File: src/sv/clr_pkg.sv
// Shared constants and types for the clipped line rasterizer.
`timescale 1ns / 1ps
package clr_pkg;

  localparam int COORD_BITS_DEF  = 12;
  localparam int DISPLAY_MAX_DEF = 1024;

  localparam int VIEW_OFS_BITS  = 12;
  localparam int VIEW_SIZE_BITS = 11;
  localparam int DISP_SIZE_BITS = 11;
  localparam int CFG_DATA_BITS  = 12;
  localparam int CFG_IDX_BITS   = 3;
  localparam int COLOR_BITS     = 16;
  localparam int PIX_BITS       = 10;
  localparam int ADDR_BITS      = 20;

  typedef enum logic [CFG_IDX_BITS-1:0] {
    CFG_VIEWPORT_X      = 3'd0,
    CFG_VIEWPORT_Y      = 3'd1,
    CFG_VIEWPORT_WIDTH  = 3'd2,
    CFG_VIEWPORT_HEIGHT = 3'd3,
    CFG_DISPLAY_WIDTH   = 3'd4,
    CFG_DISPLAY_HEIGHT  = 3'd5
  } clr_cfg_idx_t;

  typedef enum logic {
    OP_LOAD = 1'b0,
    OP_STEP = 1'b1
  } clr_op_t;

  localparam logic [VIEW_SIZE_BITS-1:0] VIEWPORT_WIDTH_RST  = 11'd240;
  localparam logic [VIEW_SIZE_BITS-1:0] VIEWPORT_HEIGHT_RST = 11'd320;
  localparam logic [DISP_SIZE_BITS-1:0] DISPLAY_WIDTH_RST   = 11'd240;
  localparam logic [DISP_SIZE_BITS-1:0] DISPLAY_HEIGHT_RST  = 11'd320;

  typedef struct packed {
    logic active;
    logic at_end;
  } clr_line_status_t;

endpackage

File: src/sv/clr_stepper.sv
// Bresenham line state: endpoint load and one-pixel advance per step.
`timescale 1ns / 1ps
module clr_stepper #(
  parameter int COORD_BITS = clr_pkg::COORD_BITS_DEF
) (
  input  logic                             clk,
  input  logic                             rst_n,
  input  logic                             load,
  input  logic                             step,
  input  logic signed [COORD_BITS-1:0]     x_start,
  input  logic signed [COORD_BITS-1:0]     y_start,
  input  logic signed [COORD_BITS-1:0]     x_end,
  input  logic signed [COORD_BITS-1:0]     y_end,
  input  logic [clr_pkg::COLOR_BITS-1:0]   pen_color,
  output logic signed [COORD_BITS-1:0]     cur_x,
  output logic signed [COORD_BITS-1:0]     cur_y,
  output logic [clr_pkg::COLOR_BITS-1:0]   line_color,
  output clr_pkg::clr_line_status_t        status
);
  import clr_pkg::*;

  localparam int EB = COORD_BITS + 3;

  logic signed [COORD_BITS-1:0] cur_x_r, cur_x_nxt, cur_y_r, cur_y_nxt;
  logic signed [COORD_BITS-1:0] tgt_x_r, tgt_x_nxt, tgt_y_r, tgt_y_nxt;
  logic [COORD_BITS-1:0]        dx_abs_r, dx_abs_nxt, dy_abs_r, dy_abs_nxt;
  logic signed [EB-1:0]         err_r, err_nxt;
  logic                         sx_neg_r, sx_neg_nxt, sy_neg_r, sy_neg_nxt;
  logic                         x_major_r, x_major_nxt;
  logic                         active_r, active_nxt;
  logic [COLOR_BITS-1:0]        color_r, color_nxt;

  logic signed [COORD_BITS:0]   dx_ld, dy_ld, dx_mag, dy_mag;
  logic [COORD_BITS-1:0]        dxa_ld, dya_ld, maj_ld, dmaj, dmin;
  logic                         x_major_ld, at_end, minor_step;
  logic [EB-1:0]                err_add, err_sub;
  logic [COORD_BITS-1:0]        step_x, step_y;

  assign dx_ld  = {x_end[COORD_BITS-1], x_end} - {x_start[COORD_BITS-1], x_start};
  assign dy_ld  = {y_end[COORD_BITS-1], y_end} - {y_start[COORD_BITS-1], y_start};
  assign dx_mag = dx_ld[COORD_BITS] ? -dx_ld : dx_ld;
  assign dy_mag = dy_ld[COORD_BITS] ? -dy_ld : dy_ld;
  assign dxa_ld = dx_mag[COORD_BITS-1:0];
  assign dya_ld = dy_mag[COORD_BITS-1:0];
  assign x_major_ld = (dxa_ld >= dya_ld);
  assign maj_ld = x_major_ld ? dxa_ld : dya_ld;

  assign at_end = x_major_r ? (cur_x_r == tgt_x_r) : (cur_y_r == tgt_y_r);
  assign dmaj   = x_major_r ? dx_abs_r : dy_abs_r;
  assign dmin   = x_major_r ? dy_abs_r : dx_abs_r;

  assign err_add    = err_r + {2'b00, dmin, 1'b0};
  assign minor_step = ~err_add[EB-1];
  assign err_sub    = err_add - {2'b00, dmaj, 1'b0};

  assign step_x = sx_neg_r ? {COORD_BITS{1'b1}} : COORD_BITS'(1);
  assign step_y = sy_neg_r ? {COORD_BITS{1'b1}} : COORD_BITS'(1);

  always_comb begin
    cur_x_nxt   = cur_x_r;
    cur_y_nxt   = cur_y_r;
    tgt_x_nxt   = tgt_x_r;
    tgt_y_nxt   = tgt_y_r;
    dx_abs_nxt  = dx_abs_r;
    dy_abs_nxt  = dy_abs_r;
    err_nxt     = err_r;
    sx_neg_nxt  = sx_neg_r;
    sy_neg_nxt  = sy_neg_r;
    x_major_nxt = x_major_r;
    active_nxt  = active_r;
    color_nxt   = color_r;
    if (load) begin
      cur_x_nxt   = x_start;
      cur_y_nxt   = y_start;
      tgt_x_nxt   = x_end;
      tgt_y_nxt   = y_end;
      dx_abs_nxt  = dxa_ld;
      dy_abs_nxt  = dya_ld;
      sx_neg_nxt  = dx_ld[COORD_BITS];
      sy_neg_nxt  = dy_ld[COORD_BITS];
      x_major_nxt = x_major_ld;
      err_nxt     = EB'(0) - {3'b000, maj_ld};
      color_nxt   = pen_color;
      active_nxt  = 1'b1;
    end else if (step && active_r) begin
      if (at_end) begin
        active_nxt = 1'b0;
      end else begin
        err_nxt = minor_step ? err_sub : err_add;
        if (x_major_r) begin
          cur_x_nxt = cur_x_r + step_x;
          if (minor_step) cur_y_nxt = cur_y_r + step_y;
        end else begin
          cur_y_nxt = cur_y_r + step_y;
          if (minor_step) cur_x_nxt = cur_x_r + step_x;
        end
      end
    end
  end

  always_ff @(posedge clk) begin
    if (!rst_n) begin
      cur_x_r   <= '0;
      cur_y_r   <= '0;
      tgt_x_r   <= '0;
      tgt_y_r   <= '0;
      dx_abs_r  <= '0;
      dy_abs_r  <= '0;
      err_r     <= '0;
      sx_neg_r  <= 1'b0;
      sy_neg_r  <= 1'b0;
      x_major_r <= 1'b0;
      active_r  <= 1'b0;
      color_r   <= '0;
    end else begin
      cur_x_r   <= cur_x_nxt;
      cur_y_r   <= cur_y_nxt;
      tgt_x_r   <= tgt_x_nxt;
      tgt_y_r   <= tgt_y_nxt;
      dx_abs_r  <= dx_abs_nxt;
      dy_abs_r  <= dy_abs_nxt;
      err_r     <= err_nxt;
      sx_neg_r  <= sx_neg_nxt;
      sy_neg_r  <= sy_neg_nxt;
      x_major_r <= x_major_nxt;
      active_r  <= active_nxt;
      color_r   <= color_nxt;
    end
  end

  assign cur_x         = cur_x_r;
  assign cur_y         = cur_y_r;
  assign line_color    = color_r;
  assign status.active = active_r;
  assign status.at_end = at_end;

endmodule

File: src/sv/clr_clip.sv
// Viewport and display clipping of one point, and its frame-buffer address.
`timescale 1ns / 1ps
module clr_clip #(
  parameter int COORD_BITS  = clr_pkg::COORD_BITS_DEF,
  parameter int DISPLAY_MAX = clr_pkg::DISPLAY_MAX_DEF
) (
  input  logic signed [COORD_BITS-1:0]             px,
  input  logic signed [COORD_BITS-1:0]             py,
  input  logic signed [clr_pkg::VIEW_OFS_BITS-1:0] viewport_x,
  input  logic signed [clr_pkg::VIEW_OFS_BITS-1:0] viewport_y,
  input  logic [clr_pkg::VIEW_SIZE_BITS-1:0]       viewport_width,
  input  logic [clr_pkg::VIEW_SIZE_BITS-1:0]       viewport_height,
  input  logic [clr_pkg::DISP_SIZE_BITS-1:0]       display_width,
  input  logic [clr_pkg::DISP_SIZE_BITS-1:0]       display_height,
  output logic                                     keep,
  output logic [clr_pkg::PIX_BITS-1:0]             pixel_x,
  output logic [clr_pkg::PIX_BITS-1:0]             pixel_y,
  output logic [clr_pkg::ADDR_BITS-1:0]            pixel_address
);
  import clr_pkg::*;

  localparam int CB0 = (COORD_BITS > VIEW_OFS_BITS) ? COORD_BITS : VIEW_OFS_BITS;
  localparam int SW  = CB0 + 2;
  localparam int DW  = $clog2(DISPLAY_MAX + 1);
  localparam int DCW = ((DW > DISP_SIZE_BITS) ? DW : DISP_SIZE_BITS) + 1;
  localparam int PW  = 2 * DW;

  logic signed [SW-1:0] px_e, py_e, vw_e, vh_e, px_d, py_d, dw_s, dh_s;
  logic [DCW-1:0]       dwi, dhi, dmax;
  logic [DW-1:0]        dw_c, dh_c;
  logic                 in_view, in_disp;
  logic [PW-1:0]        prod;
  logic [PW:0]          addr_full;

  assign px_e = SW'(px);
  assign py_e = SW'(py);
  assign vw_e = SW'({1'b0, viewport_width});
  assign vh_e = SW'({1'b0, viewport_height});
  assign px_d = px_e + SW'(viewport_x);
  assign py_d = py_e + SW'(viewport_y);

  assign dwi  = DCW'(display_width);
  assign dhi  = DCW'(display_height);
  assign dmax = DCW'(DISPLAY_MAX);
  assign dw_c = (dwi > dmax) ? DW'(dmax) : DW'(dwi);
  assign dh_c = (dhi > dmax) ? DW'(dmax) : DW'(dhi);
  assign dw_s = SW'({1'b0, dw_c});
  assign dh_s = SW'({1'b0, dh_c});

  assign in_view = (px_e < vw_e) && (py_e < vh_e);
  assign in_disp = !px_d[SW-1] && !py_d[SW-1] && (px_d < dw_s) && (py_d < dh_s);
  assign keep    = in_view && in_disp;

  assign prod      = py_d[DW-1:0] * dw_c;
  assign addr_full = {1'b0, prod} + (PW+1)'(px_d[DW-1:0]);

  assign pixel_x       = keep ? px_d[PIX_BITS-1:0] : '0;
  assign pixel_y       = keep ? py_d[PIX_BITS-1:0] : '0;
  assign pixel_address = keep ? ADDR_BITS'(addr_full) : '0;

endmodule

File: src/sv/clipped_line_rasterizer.sv
// Top level: configuration registers, handshake, line stepper, clip and result register.
// Latency: a result is valid in the cycle after its input transfer.
// Throughput: one item per clock; each transfer updates the result register, and loads
// and active steps the stepper; a held result stalls input only while out_stall is high.
// Reset: viewport and display registers take their defaults, no line is active and
// the result register is empty.
`timescale 1ns / 1ps
module clipped_line_rasterizer #(
  parameter int COORD_BITS  = clr_pkg::COORD_BITS_DEF,
  parameter int DISPLAY_MAX = clr_pkg::DISPLAY_MAX_DEF
) (
  input  logic                                  clk,
  input  logic                                  rst_n,
  input  logic                                  cfg_we,
  input  logic [clr_pkg::CFG_IDX_BITS-1:0]      cfg_index,
  input  logic [clr_pkg::CFG_DATA_BITS-1:0]     cfg_wdata,
  input  logic                                  in_valid,
  output logic                                  in_stall,
  input  logic                                  in_operation,
  input  logic signed [COORD_BITS-1:0]          in_x_start,
  input  logic signed [COORD_BITS-1:0]          in_y_start,
  input  logic signed [COORD_BITS-1:0]          in_x_end,
  input  logic signed [COORD_BITS-1:0]          in_y_end,
  input  logic [clr_pkg::COLOR_BITS-1:0]        in_pen_color,
  output logic                                  out_valid,
  input  logic                                  out_stall,
  output logic                                  out_write_enable,
  output logic [clr_pkg::PIX_BITS-1:0]          out_pixel_x,
  output logic [clr_pkg::PIX_BITS-1:0]          out_pixel_y,
  output logic [clr_pkg::ADDR_BITS-1:0]         out_pixel_address,
  output logic [clr_pkg::COLOR_BITS-1:0]        out_pixel_color,
  output logic                                  out_last,
  output logic                                  out_busy_res
);
  import clr_pkg::*;

  logic signed [VIEW_OFS_BITS-1:0] vx_r, vy_r;
  logic [VIEW_SIZE_BITS-1:0]       vw_r, vh_r;
  logic [DISP_SIZE_BITS-1:0]       dw_r, dh_r;

  logic                    out_valid_r, out_valid_nxt;
  logic                    we_r, we_nxt, last_r, last_nxt, busy_r, busy_nxt;
  logic [PIX_BITS-1:0]     px_r, px_nxt, py_r, py_nxt;
  logic [ADDR_BITS-1:0]    addr_r, addr_nxt;
  logic [COLOR_BITS-1:0]   color_r, color_nxt;

  logic                          xfer, load, step;
  logic signed [COORD_BITS-1:0]  cur_x, cur_y;
  logic [COLOR_BITS-1:0]         line_color;
  clr_line_status_t              status;
  logic                          keep;
  logic [PIX_BITS-1:0]           clip_x, clip_y;
  logic [ADDR_BITS-1:0]          clip_addr;

  assign in_stall = out_valid_r && out_stall;
  assign xfer     = in_valid && !in_stall;
  assign load     = xfer && (in_operation == OP_LOAD);
  assign step     = xfer && (in_operation == OP_STEP);

  always_ff @(posedge clk) begin
    if (!rst_n) begin
      vx_r <= '0;
      vy_r <= '0;
      vw_r <= VIEWPORT_WIDTH_RST;
      vh_r <= VIEWPORT_HEIGHT_RST;
      dw_r <= DISPLAY_WIDTH_RST;
      dh_r <= DISPLAY_HEIGHT_RST;
    end else if (cfg_we) begin
      case (cfg_index)
        CFG_VIEWPORT_X:      vx_r <= cfg_wdata[VIEW_OFS_BITS-1:0];
        CFG_VIEWPORT_Y:      vy_r <= cfg_wdata[VIEW_OFS_BITS-1:0];
        CFG_VIEWPORT_WIDTH:  vw_r <= cfg_wdata[VIEW_SIZE_BITS-1:0];
        CFG_VIEWPORT_HEIGHT: vh_r <= cfg_wdata[VIEW_SIZE_BITS-1:0];
        CFG_DISPLAY_WIDTH:   dw_r <= cfg_wdata[DISP_SIZE_BITS-1:0];
        CFG_DISPLAY_HEIGHT:  dh_r <= cfg_wdata[DISP_SIZE_BITS-1:0];
        default: ;
      endcase
    end
  end

  clr_stepper #(
    .COORD_BITS (COORD_BITS)
  ) u_stepper (
    .clk        (clk),
    .rst_n      (rst_n),
    .load       (load),
    .step       (step),
    .x_start    (in_x_start),
    .y_start    (in_y_start),
    .x_end      (in_x_end),
    .y_end      (in_y_end),
    .pen_color  (in_pen_color),
    .cur_x      (cur_x),
    .cur_y      (cur_y),
    .line_color (line_color),
    .status     (status)
  );

  clr_clip #(
    .COORD_BITS  (COORD_BITS),
    .DISPLAY_MAX (DISPLAY_MAX)
  ) u_clip (
    .px              (cur_x),
    .py              (cur_y),
    .viewport_x      (vx_r),
    .viewport_y      (vy_r),
    .viewport_width  (vw_r),
    .viewport_height (vh_r),
    .display_width   (dw_r),
    .display_height  (dh_r),
    .keep            (keep),
    .pixel_x         (clip_x),
    .pixel_y         (clip_y),
    .pixel_address   (clip_addr)
  );

  always_comb begin
    out_valid_nxt = out_valid_r;
    we_nxt        = we_r;
    px_nxt        = px_r;
    py_nxt        = py_r;
    addr_nxt      = addr_r;
    color_nxt     = color_r;
    last_nxt      = last_r;
    busy_nxt      = busy_r;
    if (xfer) begin
      out_valid_nxt = 1'b1;
      we_nxt        = 1'b0;
      px_nxt        = '0;
      py_nxt        = '0;
      addr_nxt      = '0;
      color_nxt     = '0;
      last_nxt      = 1'b0;
      busy_nxt      = 1'b0;
      if (load) begin
        busy_nxt = 1'b1;
      end else if (status.active) begin
        we_nxt    = keep;
        px_nxt    = clip_x;
        py_nxt    = clip_y;
        addr_nxt  = clip_addr;
        color_nxt = keep ? line_color : '0;
        last_nxt  = status.at_end;
        busy_nxt  = !status.at_end;
      end
    end else if (!out_stall) begin
      out_valid_nxt = 1'b0;
    end
  end

  always_ff @(posedge clk) begin
    if (!rst_n) begin
      out_valid_r <= 1'b0;
    end else begin
      out_valid_r <= out_valid_nxt;
    end
  end

  always_ff @(posedge clk) begin
    we_r    <= we_nxt;
    px_r    <= px_nxt;
    py_r    <= py_nxt;
    addr_r  <= addr_nxt;
    color_r <= color_nxt;
    last_r  <= last_nxt;
    busy_r  <= busy_nxt;
  end

  assign out_valid         = out_valid_r;
  assign out_write_enable  = we_r;
  assign out_pixel_x       = px_r;
  assign out_pixel_y       = py_r;
  assign out_pixel_address = addr_r;
  assign out_pixel_color   = color_r;
  assign out_last          = last_r;
  assign out_busy_res      = busy_r;

endmodule
File: config.mk
export PLATFORM = sky130hd
export DESIGN_NAME = clipped_line_rasterizer
export DESIGN_NICKNAME = d
export VERILOG_FILES = /design/src/sv/clr_pkg.sv /design/src/sv/clr_stepper.sv /design/src/sv/clr_clip.sv /design/src/sv/clipped_line_rasterizer.sv
export SDC_FILE = /design/constraint.sdc
export NUM_CORES = 1
export LEC_CHECK = 0
export BUFFER_PORTS_ARGS = -buffer_cell sky130_fd_sc_hd__buf_4
export CELL_PAD_IN_SITES_DETAIL_PLACEMENT = 1
export CELL_PAD_IN_SITES_GLOBAL_PLACEMENT = 2
export CORE_MARGIN = 4
export CORE_UTILIZATION = 41
export DETAILED_ROUTE_END_ITERATION = 8
export GPL_TIMING_DRIVEN = 1
export PLACE_DENSITY = 0.89
export SLEW_MARGIN = 25
export SYNTH_ARGS = -nofsm -noshare
export SYNTH_HDL_FRONTEND = slang
export SYNTH_SLANG_ARGS = --single-unit
File: constraint.sdc
create_clock -name clk -period 18.1 [get_ports clk]
set_input_delay 3.62 -clock clk [delete_from_list [all_inputs] [get_ports clk]]
set_output_delay 3.62 -clock clk [all_outputs]
set_load 0.02 [all_outputs]
# After elaboration in Yosys (flattened, before gate mapping)
# Index checks and enable logic that the tools add are counted.
dict set report op_classes {
  n_addsub 12
  multipliers 1
  div 0
  order_cmp 7
  n_eq_ne 11
  n_shift 0
  mux 30
  bitwise 3
  reduce_logical 29
}
# cell count
set ops {}
lappend ops {{12-bit two-way mux} 17}
lappend ops {{15-bit two-way mux} 4}
lappend ops {{14-bit by 12-bit < comparator with 1-bit output} 2}
lappend ops {{12-bit by 12-bit adder with 13-bit output} 2}
lappend ops {{12-bit by 12-bit subtractor with 13-bit output} 2}
lappend ops {{12-bit adder} 2}
lappend ops {{12-bit equality test} 2}
lappend ops {{12-bit < comparator} 2}
lappend ops {{12-bit negation} 2}
lappend ops {{11-bit greater-than comparator (second input constant)} 2}
lappend ops {{11-bit two-way mux} 2}
lappend ops {{20-bit by 11-bit adder with 20-bit output} 1}
lappend ops {{11-bit by 11-bit multiplier with 20-bit output} 1}
lappend ops {{2-bit AND reduction} 8}
lappend ops {{15-bit by 13-bit adder with 15-bit output} 1}
lappend ops {{15-bit by 13-bit subtractor with 15-bit output} 1}
lappend ops {{1-bit by 12-bit subtractor with 13-bit output (first input constant)} 1}
lappend ops {{12-bit greater-or-equal comparator} 1}
lappend ops {{1-bit logical AND} 10}
lappend ops {{1-bit two-way mux} 7}
lappend ops {{3-bit by 2-bit equality test with 1-bit output (second input constant)} 2}
lappend ops {{3-bit equality test (second input constant)} 2}
lappend ops {{3-bit AND reduction} 2}
lappend ops {{1-bit zero test} 4}
lappend ops {{10 further kinds} 13}
dict set report totals {
  ff_bits 235
  latchBits 0
  ram_bits 0
  mem_bits_ro 0
  inputBits 85
  output_inout_bits 61
  elab_cells 119
  n_memories 0
}

# Depth between registers and ports, before layout
# Gate-level depths: netlist of run 1.
dict set report depth {
  word_depth 8
  ltp_mapped 31
  depth_no_buf 30
}

# By module
# Synthesis of run 1 repeated with hierarchy kept, for this count alone.
dict set report unflattened {
  hier_cells 2362
  area_unflattened_um2 20264.4
}
# module n_inst cells_each area_each_um2 seq_area_each_um2
set modules_own_cells {}
lappend modules_own_cells {clr_stepper 1 1102 8968.6 2122.0}
lappend modules_own_cells {clr_clip 1 808 6281.0 0.0}
lappend modules_own_cells {clipped_line_rasterizer 1 452 5014.8 3153.0}

# Least setup slack after synthesis of run 1
# No wires, ideal clock.
dict set report synth_timing {
  kind {input to register}
  start {input in_y_end[0]}
  end {register u_stepper.err_r[6]}
  setup_ns 0.101
  arrival_time_ns 9.229
  required_time_ns 17.999
  slack_ns 8.770
  cell_stages 30
  path_buffers 4
  path_cell_list {inv_1 > ha_1 > inv_1 > fa_1 > a211o_1 > nand4_1 > a211oi_1 > or3b_1 > clkbuf_1 > clkbuf_1 > a31oi_1 > xnor2_1 > ha_1 > a21oi_1 > o21ai_0 > a2111oi_0 > o21bai_1 > a21o_1 > maj3_2 > maj3_2 > buf_6 > buf_4 > o21ai_0 > ha_1 > nand3_1 > o31ai_1 > inv_1 > o21ai_0 > a31oi_1 > o41ai_1}
}
dict set report synth_between {
  elab_chain_len 7
}
# item line_no
set synth_lines {}
lappend synth_lines {{start, declared} clipped_line_rasterizer.sv:23} ;# input logic signed [COORD_BITS-1:0] in_y_end,
lappend synth_lines {{12-bit by 12-bit subtractor with 13-bit output (*)} clr_stepper.sv:40} ;# assign dy_ld = {y_end[COORD_BITS-1], y_end} - {y_start[COORD_BITS-1], y_start};
lappend synth_lines {{12-bit negation} clr_stepper.sv:42} ;# assign dy_mag = dy_ld[COORD_BITS] ? -dy_ld : dy_ld;
lappend synth_lines {{12-bit two-way mux (*)} clr_stepper.sv:42}
lappend synth_lines {{12-bit greater-or-equal comparator} clr_stepper.sv:45} ;# assign x_major_ld = (dxa_ld >= dya_ld);
lappend synth_lines {{12-bit two-way mux (*)} clr_stepper.sv:46} ;# assign maj_ld = x_major_ld ? dxa_ld : dya_ld;
lappend synth_lines {{1-bit by 12-bit subtractor with 13-bit output (*)} clr_stepper.sv:82} ;# err_nxt = EB'(0) - {3'b000, maj_ld};
lappend synth_lines {{15-bit two-way mux (*)} clr_stepper.sv:72} ;# if (load) begin
lappend synth_lines {{end signal, assigned} clr_stepper.sv:122} ;# err_r <= err_nxt;
lappend synth_lines {{end, declared} clr_stepper.sv:27} ;# logic signed [EB-1:0] err_r, err_nxt;
# Every way passes the cells marked *; elsewhere a longest branch is shown, timed or not.
# A chain may end at the register's enable or synchronous reset.

# Worst setup path after layout of run 1
# Ends and elaborated chain as after synthesis.

==> impl_metrics.sql, run 1 <==
INSERT INTO impl_metrics (metric_group, metric, value, unit) VALUES
('setup_path', 'r2r_slack', '10.20', 'ns'),
('setup_path', 'worst_path_dominant_cell_family', 'compound AO/OA/AOI/OAI gates', ''),
('finish', 'syn_to_final_growth', '12.9', '%'),
('timing', 'totalNegativeSetupSlack', '0', 'ns'),
('timing', 'fin_skew', '0.00975', 'ns'),
('logic_synthesis', 'synth_edf_count', '59', ''),
('timing', 'final_hold_viol_count', '0', ''),
('timing', 'finalCritPeriodShare', '54.6', '%'),
('route', 'vias_per_cell', '5.44', ''),
('logic_synthesis', 'dominantRegCellSynth', 'sky130_fd_sc_hd__dfxtp_1', ''),
('logic_synthesis', 'synthDistinctLibCells', '82', ''),
('setup_path', 'worst_setup_path_startpoint', 'in_y_end[0]', ''),
('finish', 'layout_commonest_cell', 'sky130_fd_sc_hd__nand2_1', ''),
('setup_path', 'critical_path_buf_inv_count', '4', ''),
('setup_path', 'worst_path_largest_cell_delay', '0.61', 'ns'),
('global_route', 'antenna_found_initial', '2', ''),
('route', 'detail_route.wirelength', '61800', 'um'),
('route', 'wire_length_per_cell_after_detailed_routing', '19.7', 'um'),
('power_and_ir_drop', 'power_per_cell_area', '91.7', 'mW/mm2'),
('clocking', 'numCtsBuffers', '28', ''),
('timing', 'max_slew.worst_pin.slew', '0.967', 'ns'),
('logic_synthesis', 'yosysWarnings', '0', ''),
('floorplanning', 'chipHeight', '228', 'um'),
('placed_design', 'gp_congestion', '0.901', ''),
('power_and_ir_drop', 'static-leakage-power', '10.0', 'nW'),
('setup_path', 'critPathLaunchType', 'input pin', ''),
('placed_design', 'place_inst', '3088', ''),
('setup_path', 'path_max_fanout', '17', ''),
('setup_path', 'setup.worst_path.end', 'u_stepper.err_r[6]', ''),
('route', 'dr_total_vias', '17100', ''),
('timing', 'maxClockFrequency', '101', 'MHz'),
('setup_path', 'timing.critical_path.slowest_stage_cell', 'sky130_fd_sc_hd__or3b_1', ''),
('clocking', 'cts_tree', 'yes', ''),
('global_route', 'number_of_global_route_vias_before_repair', '18300', ''),
('run', 'cap_viol_max_count', '0', ''),
('timing', 'setup_ws', '8.21', 'ns'),
('global_route', 'grt.overflow.total', '0', ''),
('setup_path', 'cp_data_arrival_time', '10.34', 'ns'),
('floorplanning', 'core_region_area', '0.0478', 'mm2'),
('route', 'detail_route.iter0.violations', '740', ''),
('clocking', 'cts.sink_count', '234', ''),
('logic_synthesis', 'synth-seq-cells', '234', ''),
('clocking', 'cts-root-to-sink-buffers', '3', ''),
('clocking', 'ctsRootBufferMaster', 'sky130_fd_sc_hd__clkbuf_16', ''),
('status', 'outcome', 'finished, final reports clean', ''),
('clocking', 'clk_transition_reported_paths', '0.06', 'ns'),
('logic_synthesis', 'combinational_family_with_the_most_area_after_synthesis', 'adder cells', ''),
('finish', 'layout.filler_cells', '5751', ''),
('logic_synthesis', 'postSynthNetCount', '2781', ''),
('floorplanning', 'initial_utilization', '41.6', '%'),
('logic_synthesis', 'synth_area_per_cell', '8.28', 'um2'),
('setup_path', 'path_class', 'in2reg', ''),
('setup_path', 'r2r_cells', '27', ''),
('clocking', 'cts_hold_buffers', '0', ''),
('floorplanning', 'core.rowCount', '80', ''),
('timing', 'min_period', '9.89', 'ns'),
('logic_synthesis', 'ys_async_sr_fraction', '0', '%'),
('timing', 'max-slew-margin-rel', '35.3', '%'),
('worst_hold_path', 'worstHoldPathType', 'reg2reg', ''),
('route', 'detailedRoute.firstPassIterationCount', '4', ''),
('finish', 'drive_above_1_share', '10.1', '%'),
('setup_path', 'reg2reg_to', 'out_pixel_address[18]', ''),
('placed_design', 'portBuffers', '145', ''),
('placed_design', 'post-place-ws', '7.76', 'ns'),
('floorplanning', 'pin_count', '146', ''),
('logic_synthesis', 'synth_compound_gate_area_share', '17.4', '%'),
('route', 'drtAntennaViolNets', '0', ''),
('timing', 'timing_max_transition_violations_final', '0', ''),
('logic_synthesis', 'multiplexer_share_of_the_synthesized_area', '2.36', '%'),
('setup_path', 'rr_startpoint', 'u_stepper.cur_y[0]', ''),
('power_and_ir_drop', 'power.ir.vdd_worst', '0.0652', 'mV');
-- cell type report --
type | count | area (um2) | share of cell area [%]
sequential | 234 | 5280 | 23.5
tap | 615 | 769 | 3.43
antenna | 1 | 2.50 | 0.0111
clock buffer | 47 | 896 | 3.99
clock inverter | 5 | 25.0 | 0.111
multi-input combinational | 1819 | 13300 | 59.2
timing repair buffer | 163 | 1220 | 5.45
inverter | 257 | 965 | 4.29
-- cells in the mapped netlist, types with 14 or more instances --
library cell	number	share of area [%]
sky130_fd_sc_hd__xor2_1	51	2.2
sky130_fd_sc_hd__ha_1	196	12
sky130_fd_sc_hd__nor2b_1	34	1.1
sky130_fd_sc_hd__nand3_1	29	0.73
sky130_fd_sc_hd__clkbuf_1	75	1.4
sky130_fd_sc_hd__nand2b_1	18	0.57
sky130_fd_sc_hd__nor3_1	43	1.1
sky130_fd_sc_hd__o21ai_0	88	2.2
sky130_fd_sc_hd__a211oi_1	25	0.94
sky130_fd_sc_hd__a21oi_1	139	3.5
sky130_fd_sc_hd__xnor2_1	90	4.0
sky130_fd_sc_hd__and2_1	50	1.6
sky130_fd_sc_hd__dfxtp_1	175	18
sky130_fd_sc_hd__nand2_1	378	7.1
sky130_fd_sc_hd__mux2i_1	30	1.5
sky130_fd_sc_hd__nor2_1	199	3.8
sky130_fd_sc_hd__inv_1	249	4.7
sky130_fd_sc_hd__mux2_2	15	0.85
sky130_fd_sc_hd__a21boi_0	81	3.1
sky130_fd_sc_hd__o21bai_1	14	0.53
sky130_fd_sc_hd__fa_1	98	9.9
sky130_fd_sc_hd__o21a_1	16	0.60
sky130_fd_sc_hd__o211ai_1	14	0.53
sky130_fd_sc_hd__a21o_1	39	1.5
sky130_fd_sc_hd__edfxtp_1	59	8.9
-- layer usage --
metal | global-route usage (%) | wire length (um)
met5 | 0 | 0
met3 | 2.23 | 1570
met2 | 44.1 | 32400
met4 | 6.24 | 1580
met1 | 27.7 | 26300
-- cell families (layout without fill, tap and decap cells) --
| kind of cell | after synthesis | after routing |
|---|---|---|
| and+or+nand+nor | 817 | 817 |
| AOI/OAI and AO/OA | 517 | 517 |
| buffers and inverters | 349 | 472 |
| adders and majority gates | 296 | 296 |
| DFF | 234 | 234 |
| xor gates and xnor gates | 144 | 144 |
| muxes | 45 | 45 |
| other | 0 | 1 |
-- stage by stage --
stage	hold slack, ns	power [mW]	util (%)	cell area, um2
5_1_grt	0.472	2.22	47.0	22500
3_5_place_dp	0.446	1.50	45.0	21500
6_report	0.454	2.06	47.0	22500
4_1_cts	0.456	2.08	47.0	22500
3_3_place_gp	0.437	1.47	45.0	21500
2_1_floorplan	0.432	1.25	-	19900
-- power breakdown --
part / switching [mW] / internal [mW] / total (mW)
sequential: 0.0299 / 0.567 / 0.597
combinational: 0.534 / 0.362 / 0.896
clock: 0.232 / 0.335 / 0.567
-- registers in the layout, summed over array words and instances, names as in the netlist, 12 cells and up --
name and flops:
out_pixel_address 20, out_pixel_color 16, u_stepper.line_color 16, u_stepper.err_r 14, u_stepper.cur_x 12, u_stepper.cur_y 12
u_stepper.dx_abs_r 12, u_stepper.dy_abs_r 12, u_stepper.tgt_x_r 12, u_stepper.tgt_y_r 12, vx_r 12, vy_r 12
-- tightest hold or removal path, delay by kind of cell, from the launching register on --
| kind | cells | cell delay [ns] |
|---|---|---|
| compound gates | 1 | 0.05 |
| flops | 1 | 0.31 |
| simple gates | 1 | 0.05 |
-- worst min-delay path by stage --
stage               depth (start not counted)                    start                       to  slack (ns)
floorplan                                   2  u_stepper.line_color[0]  u_stepper.line_color[0]        0.43
global placement                            2  u_stepper.line_color[0]  u_stepper.line_color[0]        0.44
detailed placement                          2  u_stepper.line_color[2]  u_stepper.line_color[2]        0.45
CTS                                         2  u_stepper.line_color[9]  u_stepper.line_color[9]        0.46
global route                                2  u_stepper.line_color[9]  u_stepper.line_color[9]        0.47
finish                                      2  u_stepper.line_color[7]  u_stepper.line_color[7]        0.45
(Power assumes the default switching activity.)
==> run 2: changes to the inputs <==
--- a/config.mk
+++ b/config.mk
@@ -5,14 +5,15 @@
 export SDC_FILE = /design/constraint.sdc
 export NUM_CORES = 1
 export LEC_CHECK = 0
+export ABC_AREA = 1
 export BUFFER_PORTS_ARGS = -buffer_cell sky130_fd_sc_hd__buf_4
 export CELL_PAD_IN_SITES_DETAIL_PLACEMENT = 1
 export CELL_PAD_IN_SITES_GLOBAL_PLACEMENT = 2
 export CORE_MARGIN = 4
-export CORE_UTILIZATION = 41
+export CORE_UTILIZATION = 33
 export DETAILED_ROUTE_END_ITERATION = 8
 export GPL_TIMING_DRIVEN = 1
-export PLACE_DENSITY = 0.89
+export PLACE_DENSITY = 0.8
 export SLEW_MARGIN = 25
 export SYNTH_ARGS = -nofsm -noshare
 export SYNTH_HDL_FRONTEND = slang
==> constraint.sdc (replaced) <==
create_clock -name clk -period 8.3 [get_ports clk]
set_input_delay 1.66 -clock clk [delete_from_list [all_inputs] [get_ports clk]]
set_output_delay 1.66 -clock clk [all_outputs]
set_load 0.02 [all_outputs]
==> impl_metrics.sql, run 2 <==
INSERT INTO impl_metrics (metric_group, metric, value, unit) VALUES
('timing', 'timing_max_transition_violations_final', '0', ''),
('global_route', 'grt_pass1_wl', '105000', 'um'),
('route', 'dr_total_vias', '17900', ''),
('route', 'drtAntennaViolNets', '0', ''),
('status', 'outcome', 'finished, final reports clean', ''),
('timing', 'final_hold_viol_count', '0', ''),
('floorplanning', 'initial_utilization', '33.3', '%'),
('logic_synthesis', 'synth_commonest_cells', 'sky130_fd_sc_hd__nand2_1, sky130_fd_sc_hd__inv_1, sky130_fd_sc_hd__nor2_1', ''),
('finish', 'final-instance-count-excl-fill', '3580', ''),
('logic_synthesis', 'post-synth-top-area-cell', 'sky130_fd_sc_hd__dfxtp_1', ''),
('logic_synthesis', 'dominantRegCellSynth', 'sky130_fd_sc_hd__dfxtp_1', ''),
('power_and_ir_drop', 'power_per_cell_area', '218', 'mW/mm2'),
('setup_path', 'timing.critical_path.slowest_stage_cell', 'sky130_fd_sc_hd__fa_1', ''),
('logic_synthesis', 'synthMostInstantiatedCell', 'sky130_fd_sc_hd__nand2_1', ''),
('timing', 'totalNegativeSetupSlack', '0', 'ns'),
('worst_hold_path', 'worstHoldPathType', 'reg2reg', ''),
('logic_synthesis', 'yosysWarnings', '0', ''),
('timing', 'maxClockFrequency', '133', 'MHz'),
('clocking', 'cts-root-to-sink-buffers', '3', ''),
('worst_hold_path', 'hold_path.startpoint', 'u_stepper.line_color[7]', ''),
('route', 'vias_per_cell', '5.00', ''),
('setup_path', 'cp_data_arrival_time', '7.81', 'ns'),
('timing', 'finalCritPeriodShare', '90.3', '%'),
('timing', 'max-slew-margin-rel', '37.3', '%'),
('placed_design', 'place_inst', '3528', ''),
('finish', 'diodes', '0', ''),
('finish', 'layout.cells.most_common_list', 'sky130_fd_sc_hd__nand2_1, sky130_fd_sc_hd__inv_1, sky130_fd_sc_hd__nor2_1', ''),
('setup_path', 'worst_setup_path_startpoint', 'u_stepper.cur_y[0]', ''),
('logic_synthesis', 'syn_area', '0.0197', 'mm2'),
('power_and_ir_drop', 'static-leakage-power', '11.1', 'nW'),
('power_and_ir_drop', 'power.ir.vdd_worst', '0.181', 'mV'),
('timing', 'timing.final.setup_violations', '0', ''),
('clocking', 'cts_hold_buffers', '0', ''),
('floorplanning', 'pin_count', '146', ''),
('power_and_ir_drop', 'report.power.total', '4.90', 'mW'),
('clocking', 'ctsRootBufferMaster', 'sky130_fd_sc_hd__clkbuf_16', ''),
('setup_path', 'sort_of_element_at_the_end_of_the_critical_path', 'flip-flop', ''),
('logic_synthesis', 'synth_area_per_cell', '7.36', 'um2'),
('timing', 'max_slew.worst_pin.slew', '0.937', 'ns'),
('logic_synthesis', 'ys_async_sr_fraction', '0', '%'),
('global_route', 'grt.overflow.total', '0', ''),
('finish', 'drive_above_1_share', '9.80', '%'),
('clocking', 'numCtsBuffers', '29', ''),
('global_route', 'global_route.usage.total', '20.6', '%'),
('floorplanning', 'die_area', '0.0636', 'mm2'),
('clocking', 'cts.sink_count', '234', ''),
('route', 'detail_route.iter0.violations', '807', ''),
('logic_synthesis', 'synthDistinctLibCells', '57', ''),
('logic_synthesis', 'postSynthNetCount', '3050', ''),
('finish', 'largest_register_ff_count', '20', ''),
('worst_hold_path', 'worst_hold_path_stage_count', '2', ''),
('placed_design', 'portBuffers', '145', ''),
('placed_design', 'gp_congestion', '0.899', ''),
('logic_synthesis', 'synthTopCellsByArea', 'sky130_fd_sc_hd__dfxtp_1, sky130_fd_sc_hd__ha_1, sky130_fd_sc_hd__fa_1, sky130_fd_sc_hd__edfxtp_1, sky130_fd_sc_hd__nand2_1', ''),
('floorplanning', 'chipHeight', '252', 'um'),
('setup_path', 'worst_path_largest_cell_delay', '0.54', 'ns'),
('floorplanning', 'core_region_area', '0.0590', 'mm2'),
('setup_path', 'path_max_fanout', '7', ''),
('floorplanning', 'fp.dieW', '252', 'um'),
('logic_synthesis', 'synth_seq_area_share', '26.8', '%'),
('logic_synthesis', 'postSynthCellCount', '2671', ''),
('timing', 'min_period', '7.50', 'ns'),
('setup_path', 'path_class', 'reg2reg', ''),
('finish', 'layout_commonest_cell', 'sky130_fd_sc_hd__nand2_1', ''),
('clocking', 'post_cts_resize_count', '0', ''),
('logic_synthesis', 'synth-seq-cells', '234', ''),
('global_route', 'grt_start_max_net_pins', '94', ''),
('clocking', 'h-tree-depth', '1', ''),
('clocking', 'clk-insertion-delay-late', '0.58', 'ns'),
('timing', 'rsz_0062_raised_after_global_routing', 'false', ''),
('timing', 'fin_skew', '0.0178', 'ns'),
('logic_synthesis', 'post-synth-top-area-fraction', '17.8', '%'),
('logic_synthesis', 'synth_edf_count', '59', ''),
('setup_path', 'critPathLaunchType', 'flip-flop', ''),
('clocking', 'setup_buffers_after_cts', '0', ''),
('finish', 'fin_util', '38.1', '%'),
('run', 'cap_viol_max_count', '0', ''),
('route', 'detailedRoute.firstPassIterationCount', '5', ''),
('clocking', 'clk_transition_reported_paths', '0.06', 'ns'),
('floorplanning', 'core.rowCount', '89', ''),
('setup_path', 'r2r_cells', '33', ''),
('finish', 'fin_nets', '3165', ''),
('setup_path', 'rr_startpoint', 'u_stepper.cur_y[0]', ''),
('global_route', 'antenna_found_initial', '0', ''),
('route', 'detail_route.wirelength', '67000', 'um'),
('global_route', 'number_of_global_route_vias_before_repair', '18900', ''),
('finish', 'syn_to_final_growth', '14.4', '%'),
('route', 'wire_length_per_cell_after_detailed_routing', '18.7', 'um'),
('route', 'drt_drc_violations_left', '0', ''),
('placed_design', 'dp.final_hpwl', '54100', 'um'),
('setup_path', 'worst_path_most_repeated_cell', 'sky130_fd_sc_hd__inv_1', ''),
('clocking', 'cts_tree', 'yes', ''),
('setup_path', 'worstPathRequired', '8.62', 'ns');
==> run 2: cells by family (layout without fill, tap and decap cells) <==
family / after synthesis / count (layout) / share of synthesized area (%)
flops: 234 / 234 / 26.8
simple gates: 959 / 959 / 20.7
buf+inv: 548 / 684 / 10.6
xor+xnor: 91 / 91 / 4.19
compound gates: 545 / 545 / 15.2
fa+ha+maj: 294 / 294 / 22.4
==> run 2: final timing paths <==
path | end | slack [ns]
max | out_pixel_address[18] | 0.80
max reg2reg | out_pixel_address[18] | 0.80
min reg2reg | u_stepper.line_color[7] | 0.46
min | u_stepper.line_color[7] | 0.46
==> run 2: metal layers <==
metal	share of wire, %	wire (um)	vias up	GRT usage (%)
li1	-	-	8829	-
met1	43	29100	8723	25.6
met2	51	33900	253	38.1
met3	3.0	2030	78	2.00
met4	2.8	1900	0	5.88
met5	0	0	-	0
==> run 2: cell type report <==
| type | count | area (um2) |
|---|---|---|
| Clock buffer | 37 | 806 |
| Clock inverter | 15 | 159 |
| Fill cell | 7337 | 36500 |
| Inverter | 473 | 1780 |
| Multi-Input combinational cell | 1889 | 12300 |
| Sequential cell | 234 | 5280 |
| Tap cell | 773 | 967 |
| Timing Repair Buffer | 159 | 1190 |
==> run 2: per-stage QoR <==
| step | cell area [um2] | setup WS, ns | hold WS (ns) |
|---|---|---|---|
| 2_1_floorplan | 19700 | 1.73 | 0.424 |
| 3_3_place_gp | 21500 | 1.03 | 0.441 |
| 3_5_place_dp | 21500 | 0.823 | 0.451 |
| 4_1_cts | 22500 | 0.806 | 0.459 |
| 5_1_grt | 22500 | 0.231 | 0.468 |
| 6_report | 22500 | 0.804 | 0.457 |
==> run 2: worst max-delay path: cells and delay by family, from the launching register on <==
kind / cells / cell delay, ns
buf+inv: 7 / 0.40
simple gates: 5 / 0.53
flops: 1 / 0.38
compound gates: 12 / 1.83
xor+xnor: 1 / 0.51
fa+ha+maj: 8 / 3.58
==> run 2: power by group <==
| part | internal, mW | switching (mW) | total [mW] |
|---|---|---|---|
| sequential | 1.25 | 0.0700 | 1.32 |
| combinational | 0.829 | 1.46 | 2.28 |
| clock | 0.775 | 0.526 | 1.30 |
| total | 2.85 | 2.05 | 4.90 |
